### src/rtl/cursor_sprite_overlay_palette_core_macros.svh
// -----------------------------------------------------------------------------
// Assertion macros for the cursor overlay core
// Clocked property wrappers shared by the RTL checks.
// -----------------------------------------------------------------------------
`ifndef CURSOR_SPRITE_OVERLAY_PALETTE_CORE_MACROS_SVH
`define CURSOR_SPRITE_OVERLAY_PALETTE_CORE_MACROS_SVH

// Checked on every clock edge outside reset.
`define CSOP_ASSERT(label, prop, msg) \
   label: assert property (@(posedge clock) disable iff (reset) prop) else $error(msg);

// Checked on every clock edge, reset included.
`define CSOP_ASSERT_ALWAYS(label, prop, msg) \
   label: assert property (@(posedge clock) prop) else $error(msg);

`endif

### src/rtl/csop_pkg.sv
// -----------------------------------------------------------------------------
// csop_pkg
// Types, register codes, palette and sprite constants of the cursor overlay.
// -----------------------------------------------------------------------------
package csop_pkg;

   localparam int unsigned XW   = 12;  // pixel column / row width
   localparam int unsigned IDXW = 4;   // palette index width
   localparam int unsigned SWW  = 13;  // screen width register width
   localparam int unsigned POSW = 5;   // sprite column / row width

   localparam logic [SWW-1:0] MaxScreenWidth = 13'd4096;
   localparam logic [SWW-1:0] ResetScreenWidth = 13'd640;

   // sprite geometry
   localparam logic [POSW-1:0] SmallW = 5'd12;
   localparam logic [POSW-1:0] SmallH = 5'd16;
   localparam logic [POSW-1:0] LargeW = 5'd18;
   localparam logic [POSW-1:0] LargeH = 5'd24;
   localparam logic [POSW-1:0] SmallFootRow = 5'd10;
   localparam logic [POSW-1:0] SmallHeelRow = 5'd11;
   localparam logic [POSW-1:0] SmallMirror = 5'd15;
   localparam logic [POSW-1:0] LargeFootRow = 5'd16;
   localparam logic [POSW-1:0] LargeHeelRow = 5'd17;
   localparam logic [POSW-1:0] LargeMirror = 5'd23;
   localparam logic [POSW-1:0] SmallFootFill = 5'd4;
   localparam logic [POSW-1:0] SmallHeelFill = 5'd3;
   localparam logic [POSW-1:0] LargeFootFill = 5'd6;
   localparam logic [POSW-1:0] LargeHeelFill = 5'd5;
   localparam logic [POSW-1:0] TipWidth = 5'd3;

   // palette indexes painted by the sprite
   localparam logic [IDXW-1:0] SprIdxBlack = 4'd0;
   localparam logic [IDXW-1:0] SprIdxFill  = 4'd7;
   localparam logic [IDXW-1:0] SprIdxEdge  = 4'd8;

   typedef enum logic [2:0] {
      CSR_CURSOR_LEFT  = 3'd0,
      CSR_CURSOR_TOP   = 3'd1,
      CSR_CURSOR_LARGE = 3'd2,
      CSR_SCREEN_WIDTH = 3'd3,
      CSR_PIXEL_FORMAT = 3'd4
   } csr_index_type;

   typedef enum logic [1:0] {
      FMT_INDEX = 2'd0,
      FMT_RGB   = 2'd1,
      FMT_ARGB  = 2'd2,
      FMT_ARGB_ALT = 2'd3
   } pixel_format_type;

   typedef enum logic [1:0] {
      SPR_BLACK,
      SPR_FILL,
      SPR_EDGE,
      SPR_CLEAR
   } sprite_code_type;

   typedef enum logic [1:0] {
      ROW_BODY,
      ROW_FOOT,
      ROW_HEEL
   } row_kind_type;

   function automatic logic [31:0] palette_lookup(input logic [IDXW-1:0] idx);
      logic [31:0] argb;
      unique case (idx)
         4'd0:    argb = 32'hFF000000;
         4'd1:    argb = 32'hFFFFFFFF;
         4'd2:    argb = 32'hFF181014;
         4'd3:    argb = 32'hFF20181C;
         4'd4:    argb = 32'hFF30282C;
         4'd5:    argb = 32'hFF105070;
         4'd6:    argb = 32'hFF307090;
         4'd7:    argb = 32'hFFB05070;
         4'd8:    argb = 32'hFFF898B8;
         4'd9:    argb = 32'hFF80787C;
         4'd10:   argb = 32'hFFFFFFFF;
         default: argb = 32'h00000000;
      endcase
      return argb;
   endfunction

endpackage

### src/rtl/cursor_sprite_overlay_palette_core.sv
// -----------------------------------------------------------------------------
// cursor_sprite_overlay_palette_core
// Hardware arrow cursor overlay and palette conversion on a pixel stream.
// -----------------------------------------------------------------------------
// Usage:
//  - req_* carries one screen pixel per request: column, row and the palette
//    index already painted there. rsp_* returns the final pixel in the
//    selected format, with rsp_tuser set when the cursor covered the pixel.
//  - csr_* writes the cursor position, sprite size, screen width and output
//    format. csr_ready is always high; write only while no request is in
//    flight.
//  - Four register stages lie between request accept and rsp_tvalid:
//    offset subtract, box test and row decode, column decode and sprite merge,
//    palette/format. Throughput is one request per cycle while rsp_tready is high.
//  - Every stage holds its own valid bit and loads whenever it is empty or
//    its successor moves, so bubbles close up and new requests keep entering
//    while a finished pixel waits on a stalled rsp_tready. With all four
//    stages full and rsp_tready low, req_tready drops; nothing is lost.
//  - Reset (synchronous) empties the pipeline and loads the register reset
//    values: cursor at 0,0, small sprite, 640 pixel screen, ARGB output.
// -----------------------------------------------------------------------------
`include "cursor_sprite_overlay_palette_core_macros.svh"

module cursor_sprite_overlay_palette_core (
   input  logic        clock,
   input  logic        reset,
   // request: [11:0] pixel_x, [23:12] pixel_y, [27:24] background_index, rest 0
   input  logic        req_tvalid,
   output logic        req_tready,
   input  logic [31:0] req_tdata,
   // response: [31:0] pixel_value
   output logic        rsp_tvalid,
   input  logic        rsp_tready,
   output logic [31:0] rsp_tdata,
   // response: [0] cursor_hit
   output logic [0:0]  rsp_tuser,
   // register writes
   input  logic        csr_valid,
   output logic        csr_ready,
   input  logic [2:0]  csr_index,
   input  logic [csop_pkg::SWW-1:0] csr_data
);
   import csop_pkg::*;

   // ---------------------------------------------------------------- registers
   logic [XW-1:0]    cursor_left_ff, cursor_left_in;
   logic [XW-1:0]    cursor_top_ff, cursor_top_in;
   logic             cursor_large_ff, cursor_large_in;
   logic [SWW-1:0]   screen_width_ff, screen_width_in;
   pixel_format_type pixel_format_ff, pixel_format_in;

   assign csr_ready = 1'b1;

   always_comb begin
      cursor_left_in  = cursor_left_ff;
      cursor_top_in   = cursor_top_ff;
      cursor_large_in = cursor_large_ff;
      screen_width_in = screen_width_ff;
      pixel_format_in = pixel_format_ff;
      if (csr_valid && csr_ready) begin
         unique case (csr_index)
            CSR_CURSOR_LEFT:  cursor_left_in  = csr_data[XW-1:0];
            CSR_CURSOR_TOP:   cursor_top_in   = csr_data[XW-1:0];
            CSR_CURSOR_LARGE: cursor_large_in = csr_data[0];
            CSR_SCREEN_WIDTH: screen_width_in = csr_data;
            CSR_PIXEL_FORMAT: pixel_format_in = pixel_format_type'(csr_data[1:0]);
            default: ;  // unmapped index, dropped
         endcase
      end
   end

   always_ff @(posedge clock) begin
      if (reset) begin
         cursor_left_ff  <= '0;
         cursor_top_ff   <= '0;
         cursor_large_ff <= 1'b0;
         screen_width_ff <= ResetScreenWidth;
         pixel_format_ff <= FMT_ARGB;
      end else begin
         cursor_left_ff  <= cursor_left_in;
         cursor_top_ff   <= cursor_top_in;
         cursor_large_ff <= cursor_large_in;
         screen_width_ff <= screen_width_in;
         pixel_format_ff <= pixel_format_in;
      end
   end

   // ---------------------------------------------------------- stage control
   logic s1_valid_ff, s2_valid_ff, s3_valid_ff, s4_valid_ff;
   logic s1_load, s2_load, s3_load, s4_load;

   // a stage loads when empty or when its contents move on
   assign s4_load = !s4_valid_ff || rsp_tready;
   assign s3_load = !s3_valid_ff || s4_load;
   assign s2_load = !s2_valid_ff || s3_load;
   assign s1_load = !s1_valid_ff || s2_load;

   assign req_tready = s1_load;

   always_ff @(posedge clock) begin
      if (reset) begin
         s1_valid_ff <= 1'b0;
         s2_valid_ff <= 1'b0;
         s3_valid_ff <= 1'b0;
         s4_valid_ff <= 1'b0;
      end else begin
         if (s1_load) s1_valid_ff <= req_tvalid;
         if (s2_load) s2_valid_ff <= s1_valid_ff;
         if (s3_load) s3_valid_ff <= s2_valid_ff;
         if (s4_load) s4_valid_ff <= s3_valid_ff;
      end
   end

   // ---------------------------------------------------- stage 1: offsets
   logic [XW-1:0]   px, py;
   logic [IDXW-1:0] bg_idx;
   logic [SWW-1:0]  dx, dy, sw_sat;
   logic            near_in;

   assign px     = req_tdata[XW-1:0];
   assign py     = req_tdata[2*XW-1:XW];
   assign bg_idx = req_tdata[2*XW+IDXW-1:2*XW];

   always_comb begin
      sw_sat = (screen_width_ff > MaxScreenWidth) ? MaxScreenWidth : screen_width_ff;
      dx = {1'b0, px} - {1'b0, cursor_left_ff};
      dy = {1'b0, py} - {1'b0, cursor_top_ff};
      // no borrow, offsets fit a sprite coordinate, column left of the clip
      near_in = !dx[SWW-1] && !dy[SWW-1]
             && (dx[SWW-2:POSW] == '0) && (dy[SWW-2:POSW] == '0)
             && ({1'b0, px} < sw_sat);
   end

   logic [POSW-1:0] s1_col_ff, s1_row_ff;
   logic            s1_near_ff;
   logic [IDXW-1:0] s1_idx_ff;

   always_ff @(posedge clock) begin
      if (s1_load) begin
         s1_col_ff  <= dx[POSW-1:0];
         s1_row_ff  <= dy[POSW-1:0];
         s1_near_ff <= near_in;
         s1_idx_ff  <= bg_idx;
      end
   end

   // --------------------------------------------- stage 2: box test, row decode
   logic [POSW-1:0] spr_w, spr_h, mirror_row, foot_row, heel_row, row_fold;
   logic            in_box;
   row_kind_type    row_kind;

   always_comb begin
      spr_w      = cursor_large_ff ? LargeW : SmallW;
      spr_h      = cursor_large_ff ? LargeH : SmallH;
      mirror_row = cursor_large_ff ? LargeMirror : SmallMirror;
      foot_row   = cursor_large_ff ? LargeFootRow : SmallFootRow;
      heel_row   = cursor_large_ff ? LargeHeelRow : SmallHeelRow;
      in_box     = s1_near_ff && (s1_col_ff < spr_w) && (s1_row_ff < spr_h);
      row_fold   = s1_row_ff;
      row_kind   = ROW_BODY;
      // lower wing mirrors the upper one below the heel row
      priority if (s1_row_ff == foot_row) begin
         row_kind = ROW_FOOT;
      end else if (s1_row_ff == heel_row) begin
         row_kind = ROW_HEEL;
      end else if (s1_row_ff > heel_row) begin
         row_fold = mirror_row - s1_row_ff;
      end else begin
         row_fold = s1_row_ff;
      end
   end

   logic [POSW-1:0] s2_col_ff, s2_row_ff;
   row_kind_type    s2_kind_ff;
   logic            s2_box_ff, s2_large_ff;
   logic [IDXW-1:0] s2_idx_ff;

   always_ff @(posedge clock) begin
      if (s2_load) begin
         s2_col_ff   <= s1_col_ff;
         s2_row_ff   <= row_fold;
         s2_kind_ff  <= row_kind;
         s2_box_ff   <= in_box;
         s2_large_ff <= cursor_large_ff;
         s2_idx_ff   <= s1_idx_ff;
      end
   end

   // -------------------------------------- stage 3: column decode and merge
   sprite_code_type code;
   logic [POSW-1:0] foot_fill, heel_fill, last_col;
   logic [IDXW-1:0] merged_idx;
   logic            hit;

   always_comb begin
      foot_fill = s2_large_ff ? LargeFootFill : SmallFootFill;
      heel_fill = s2_large_ff ? LargeHeelFill : SmallHeelFill;
      last_col  = (s2_large_ff ? LargeW : SmallW) - 5'd1;
      code      = SPR_CLEAR;
      unique case (s2_kind_ff)
         ROW_FOOT: begin
            priority if (s2_col_ff == 5'd0)      code = SPR_BLACK;
            else if (s2_col_ff == 5'd1)          code = SPR_EDGE;
            else if (s2_col_ff <= foot_fill)     code = SPR_FILL;
            else if (s2_col_ff < last_col)       code = SPR_EDGE;
            else                                 code = SPR_BLACK;
         end
         ROW_HEEL: begin
            priority if (s2_col_ff == 5'd0)      code = SPR_BLACK;
            else if (s2_col_ff == 5'd1)          code = SPR_EDGE;
            else if (s2_col_ff <= heel_fill)     code = SPR_FILL;
            else if (s2_col_ff == heel_fill + 5'd1) code = SPR_EDGE;
            else                                 code = SPR_BLACK;
         end
         default: begin
            // tip row, then diagonal rows with a two-pixel black rim
            priority if (s2_row_ff == 5'd0)
               code = (s2_col_ff < TipWidth) ? SPR_BLACK : SPR_CLEAR;
            else if (s2_col_ff == 5'd0)                  code = SPR_BLACK;
            else if (s2_col_ff == 5'd1 || s2_col_ff == s2_row_ff) code = SPR_EDGE;
            else if (s2_col_ff < s2_row_ff)              code = SPR_FILL;
            else if (s2_col_ff <= s2_row_ff + 5'd2)      code = SPR_BLACK;
            else                                         code = SPR_CLEAR;
         end
      endcase

      hit = s2_box_ff && (code != SPR_CLEAR);
      merged_idx = s2_idx_ff;
      if (hit) begin
         unique case (code)
            SPR_BLACK: merged_idx = SprIdxBlack;
            SPR_FILL:  merged_idx = SprIdxFill;
            SPR_EDGE:  merged_idx = SprIdxEdge;
            default:   merged_idx = s2_idx_ff;
         endcase
      end
   end

   logic [IDXW-1:0] s3_idx_ff;
   logic            s3_hit_ff;

   always_ff @(posedge clock) begin
      if (s3_load) begin
         s3_idx_ff <= merged_idx;
         s3_hit_ff <= hit;
      end
   end

   // ------------------------------------------- stage 4: palette and format
   logic [31:0] argb, pixel_value;

   always_comb begin
      argb = palette_lookup(s3_idx_ff);
      unique case (pixel_format_ff)
         FMT_INDEX: pixel_value = {28'd0, s3_idx_ff};
         FMT_RGB:   pixel_value = {8'd0, argb[23:0]};
         default:   pixel_value = argb;
      endcase
   end

   logic [31:0] s4_value_ff;
   logic        s4_hit_ff;

   always_ff @(posedge clock) begin
      if (s4_load) begin
         s4_value_ff <= pixel_value;
         s4_hit_ff   <= s3_hit_ff;
      end
   end

   assign rsp_tvalid   = s4_valid_ff;
   assign rsp_tdata    = s4_value_ff;
   assign rsp_tuser[0] = s4_hit_ff;

   // ------------------------------------------------------------- assertions
   `CSOP_ASSERT(a_accept_fills_s1, (req_tvalid && req_tready) |=> s1_valid_ff,
      "accepted request did not reach stage 1")
   `CSOP_ASSERT(a_hit_index, (s3_valid_ff && s3_hit_ff) |->
      (s3_idx_ff == SprIdxBlack || s3_idx_ff == SprIdxFill || s3_idx_ff == SprIdxEdge),
      "cursor hit carries a non-sprite index")
   `CSOP_ASSERT_ALWAYS(a_stall_only_full, !req_tready |->
      (s1_valid_ff && s2_valid_ff && s3_valid_ff && s4_valid_ff && !rsp_tready),
      "request stalled with an empty stage")

endmodule
### config.mk
export PLATFORM = sky130hd
export DESIGN_NAME = cursor_sprite_overlay_palette_core
export DESIGN_NICKNAME = d
export VERILOG_FILES = /design/src/rtl/csop_pkg.sv /design/src/rtl/cursor_sprite_overlay_palette_core.sv
export VERILOG_INCLUDE_DIRS = /design/src /design/src/rtl
export SDC_FILE = /design/constraint.sdc
export NUM_CORES = 1
export LEC_CHECK = 0
export BUFFER_PORTS_ARGS = -buffer_cell sky130_fd_sc_hd__buf_2
export CAP_MARGIN = 10
export CELL_PAD_IN_SITES_DETAIL_PLACEMENT = 2
export CELL_PAD_IN_SITES_GLOBAL_PLACEMENT = 2
export CORE_MARGIN = 3
export CORE_UTILIZATION = 35
export CTS_BUF_LIST = sky130_fd_sc_hd__clkbuf_4 sky130_fd_sc_hd__clkbuf_8 sky130_fd_sc_hd__clkbuf_16
export DETAILED_ROUTE_END_ITERATION = 12
export GPL_TIMING_DRIVEN = 0
export PLACE_DENSITY = 0.87
export RECOVER_POWER = 25
export SLEW_MARGIN = 25
export SYNTH_ARGS = -nofsm -noshare
export SYNTH_HDL_FRONTEND = slang
export SYNTH_SLANG_ARGS = --single-unit
### constraint.sdc
create_clock -name clock -period 5.5 [get_ports clock]
set_clock_uncertainty 0.05 [all_clocks]
set_input_delay 1.1 -clock clock [delete_from_list [all_inputs] [get_ports clock]]
set_output_delay 1.1 -clock clock [all_outputs]
set_load 0.005 [all_outputs]
==> summary.txt <==
Power
  • Peak supply drop: 0.000244 V
  • P_leak: between 0.003 and 0.004 µW
  • PwrDens: 332 nW/µm²

Place
  • Pre-CTS setup slack: 0.807 ns
  • Post-DP HPWL: 15.0 mm
  • Placed Cells: ~1000
  • Port Buf Inserts: 82
  • Final weighted congestion in routability-driven placement: just over 0.8

Run
  • Number of max-cap violations: 0

CTS
  • Hold_buf cts: 0
  • CTS Buffer Depth: 2
  • CTS tree: built
  • Reg clk slew, reported paths: 0.06 ns
  • # resized after CTS: 0
  • CTS Sinks: approximately 120
  • Number of setup buffers added after CTS: 0
  • H-tree levels: 4
  • Num CTS Buffers: 17
  • Worst-Skew Late Latency: approximately 0.42 ns
  • Clk root buf: clkbuf_16

Logic synthesis
  • FFs w/ async S/R, synth: 0%
  • Sequential area share after synthesis: a little over two fifths
  • Cells after Synth: 703
  • Post-synth EDFFs: 57
  • Yosys Warn Count: 0
  • Mapped Area: around 6700 µm²
  • Cell variety after synth: 65
  • Syn_nets: approximately 830
  • Synthesized area per cell: around 9.5 µm²
  • Yosys reg bits: between 100 and 150
  • Main synth FF type: dfxtp_1

Setup path
  • Worst path slowest cell: nand3_1
  • CP cell instances: buf_2 > nor2b_1 > and2_1 > clkbuf_1 > clkbuf_1 > nand3_1 > buf_2
  • Worst path required time: between 4 and 5 ns
  • CP arrival: 3.63 ns
  • Origin of the critical flop-to-flop path: s2_row_ff[1]$_DFFE_PP_
  • Crit path launch type: primary input
  • Critical path fanouts, max: 17
  • Top delay family on crit path: buffers and inverters
  • Crit-path max cell delay: 0.74 ns
  • CP Buf/Inv Count: 4
  • Critical path endpoint category: primary output
  • Setup crit start: rsp_tready
  • Reg2Reg Setup Slack: 1.04 ns
  • Crit path kind: in -> out

Hold path
  • Type of the worst min-delay path: reg -> reg
  • Hold Crit Start: s3_hit_ff$_DFFE_PN_

Timing
  • Max Freq: between 0.2 and 0.25 GHz
  • Fin worst setup slack: about 0.7 ns
  • Tcrit/Tclk final: 86.9%
  • RSZ-0062 raised after global routing: no
  • Max-slew violations: 0
  • Setup_tns: 0 ns
  • # setup viols final: 0
  • Worst slew margin: a little over a third
  • Worst Tran Pin Value: 0.965 ns
  • Min Tclk post-route: 4.78 ns
  • Hold Violations, Final: 0

Floorplanning
  • Die outline height: around 140 µm
  • Initial core utilization: between 30 and 40%
  • # IOs: between 80 and 90
  • CORE AREA: approximately 18000 µm²
  • Std cell rows: slightly below 50
  • Die area: slightly above 20000 µm²
  • Chip width: between 100 and 150 µm

Global routing
  • GRT Total Usage: about 21%
  • Grt total ovfl: 0
  • Vias in the first global route: approximately 6100
  • Global-route wire length before repair: approximately 34 mm
  • Initial antenna violation count: 0
  • Maximum number of pins on one net before global-route repair: 20

Final layout
  • Post-route non-filler standard cell count: approximately 1000
  • Nets@finish: slightly above 900
  • Area growth syn-to-layout: 19.9%
  • # diodes: 0
  • Share of layout cells above drive strength 1: 18.4%

Status
  • Status: finished clean

Detailed routing
  • Vias/cell: 5.21
  • Residual DRC: 0
  • Total detailed-routing wirelength: ~21 mm
  • Initial DRC count: 217
  • Pre-antenna DRT Iters: 5
  • DR WL/cell: between 20 and 25 µm
  • Routed vias: 5446
  • Antenna viol nets, final: 0
## power by group
part,total [µW],internal (µW),switching [µW]
clock network,1200,720,481
logic,425,191,234
registers,1020,973,50.5
total,2650,1880,766
## layer usage
metal / track usage [%] / vias up / routed length, µm
met5: 0 / - / 0
met1: 25.0 / 2704 / 8980
li1: - / 2636 / -
met2: 40.3 / 87 / 11500
met4: 5.75 / 0 / 338
met3: 3.84 / 19 / 603
## metrics by stage
stage                     cell area, µm²  power, µW  util, %  hold WS, ns
after floorplan                     6670       1300        -        0.350
after global placement              7360       1420     40.2        0.354
after detailed placement            7360       1450     40.2        0.357
after CTS                           8000       2670     43.6        0.372
after global routing                7990       2770     43.6        0.386
final                               7990       2650     43.6        0.377
## cells in the final DEF (no fill, tap or decap), types with 13 or more instances in the layout
cell type,count
nor2b_1,25
clkbuf_16,18
buf_2,80
inv_1,62
nand2_1,102
buf_4,16
ha_1,67
edfxtp_1,57
dfxtp_1,59
mux2i_1,14
clkbuf_1,17
nor2_1,47
o21ai_0,34
xnor2_1,13
a21oi_1,58
## worst paths after layout
| check | endpoint | cells after the start |
|---|---|---|
| setup / recovery | req_tready | 7 |
| hold / removal | rsp_tuser$_DFFE_PP_ | 0 |
| setup reg to reg | argb[21]$_DFF_P_ | 15 |
| hold reg to reg | rsp_tuser$_DFFE_PP_ | 0 |
## sequential cells by signal, indices dropped and copies added, names as in the netlist, 4 cells and up
register / flops
s1_idx_ff: 4
s1_row_ff: 5
s2_idx_ff: 4
argb: 15
cursor_top_ff: 12
s2_col_ff: 5
s2_row_ff: 5
s1_col_ff: 5
rsp_tdata: 18
cursor_left_ff: 12
s3_idx_ff: 4
screen_width_ff: 13
## cells by family (layout without fill, tap and decap cells)
kind of cell / Yosys count / after routing / share of synthesized area (%)
other: 1 / 1 / 0.0562
XOR/XNOR: 15 / 15 / 1.97
multiplexers: 20 / 20 / 3.11
AO/OA/AOI/OAI: 148 / 148 / 14.5
AND/OR/NAND/NOR: 237 / 237 / 16.9
adder cells (fa/ha/maj): 71 / 71 / 13.6
flip-flops: 116 / 116 / 43.4
buffers and inverters: 95 / 209 / 6.47
## final cells by class
class,count,area (µm²)
plain buffers,33,199
clock buffers,18,450
clock inverters,14,180
fillers,1986,10300
inverters,62,233
multi-input cells,492,3340
flip-flops and latches,116,2890
well taps,229,287
repair buffers,82,408
## cells in the mapped netlist, types with 2 or more instances
master | number | share of area (%)
ha_1 | 67 | 13
buf_4 | 16 | 1.8
and3_1 | 4 | 0.38
a21oi_1 | 58 | 4.4
nand3_1 | 6 | 0.45
inv_1 | 62 | 3.5
mux2i_1 | 14 | 2.1
o21ai_1 | 2 | 0.15
a211oi_1 | 4 | 0.45
or4_1 | 2 | 0.23
nor3_1 | 7 | 0.53
fa_1 | 3 | 0.90
nand2b_1 | 6 | 0.56
or2_2 | 4 | 0.38
nand2_1 | 102 | 5.7
o31a_1 | 2 | 0.26
nand3b_1 | 6 | 0.68
mux2_2 | 6 | 1.0
xor2_1 | 2 | 0.26
and3b_1 | 2 | 0.26
and2_1 | 5 | 0.47
edfxtp_1 | 57 | 26
buf_6 | 2 | 0.34
nor3b_1 | 2 | 0.23
nand4_1 | 4 | 0.38
o21ai_0 | 34 | 2.6
xnor2_1 | 13 | 1.7
a211o_1 | 2 | 0.26
nor4_1 | 4 | 0.38
o211ai_1 | 6 | 0.68
nor2_1 | 47 | 2.6
a221oi_1 | 2 | 0.26
or3_1 | 6 | 0.56
o22ai_1 | 3 | 0.28
clkbuf_1 | 15 | 0.84
nor2b_1 | 25 | 2.3
o21a_1 | 3 | 0.34
o31ai_4 | 2 | 0.64
a21boi_0 | 5 | 0.56
a21o_1 | 8 | 0.90
dfxtp_1 | 59 | 18
Note: power is estimated with default switching activity, not from simulation.
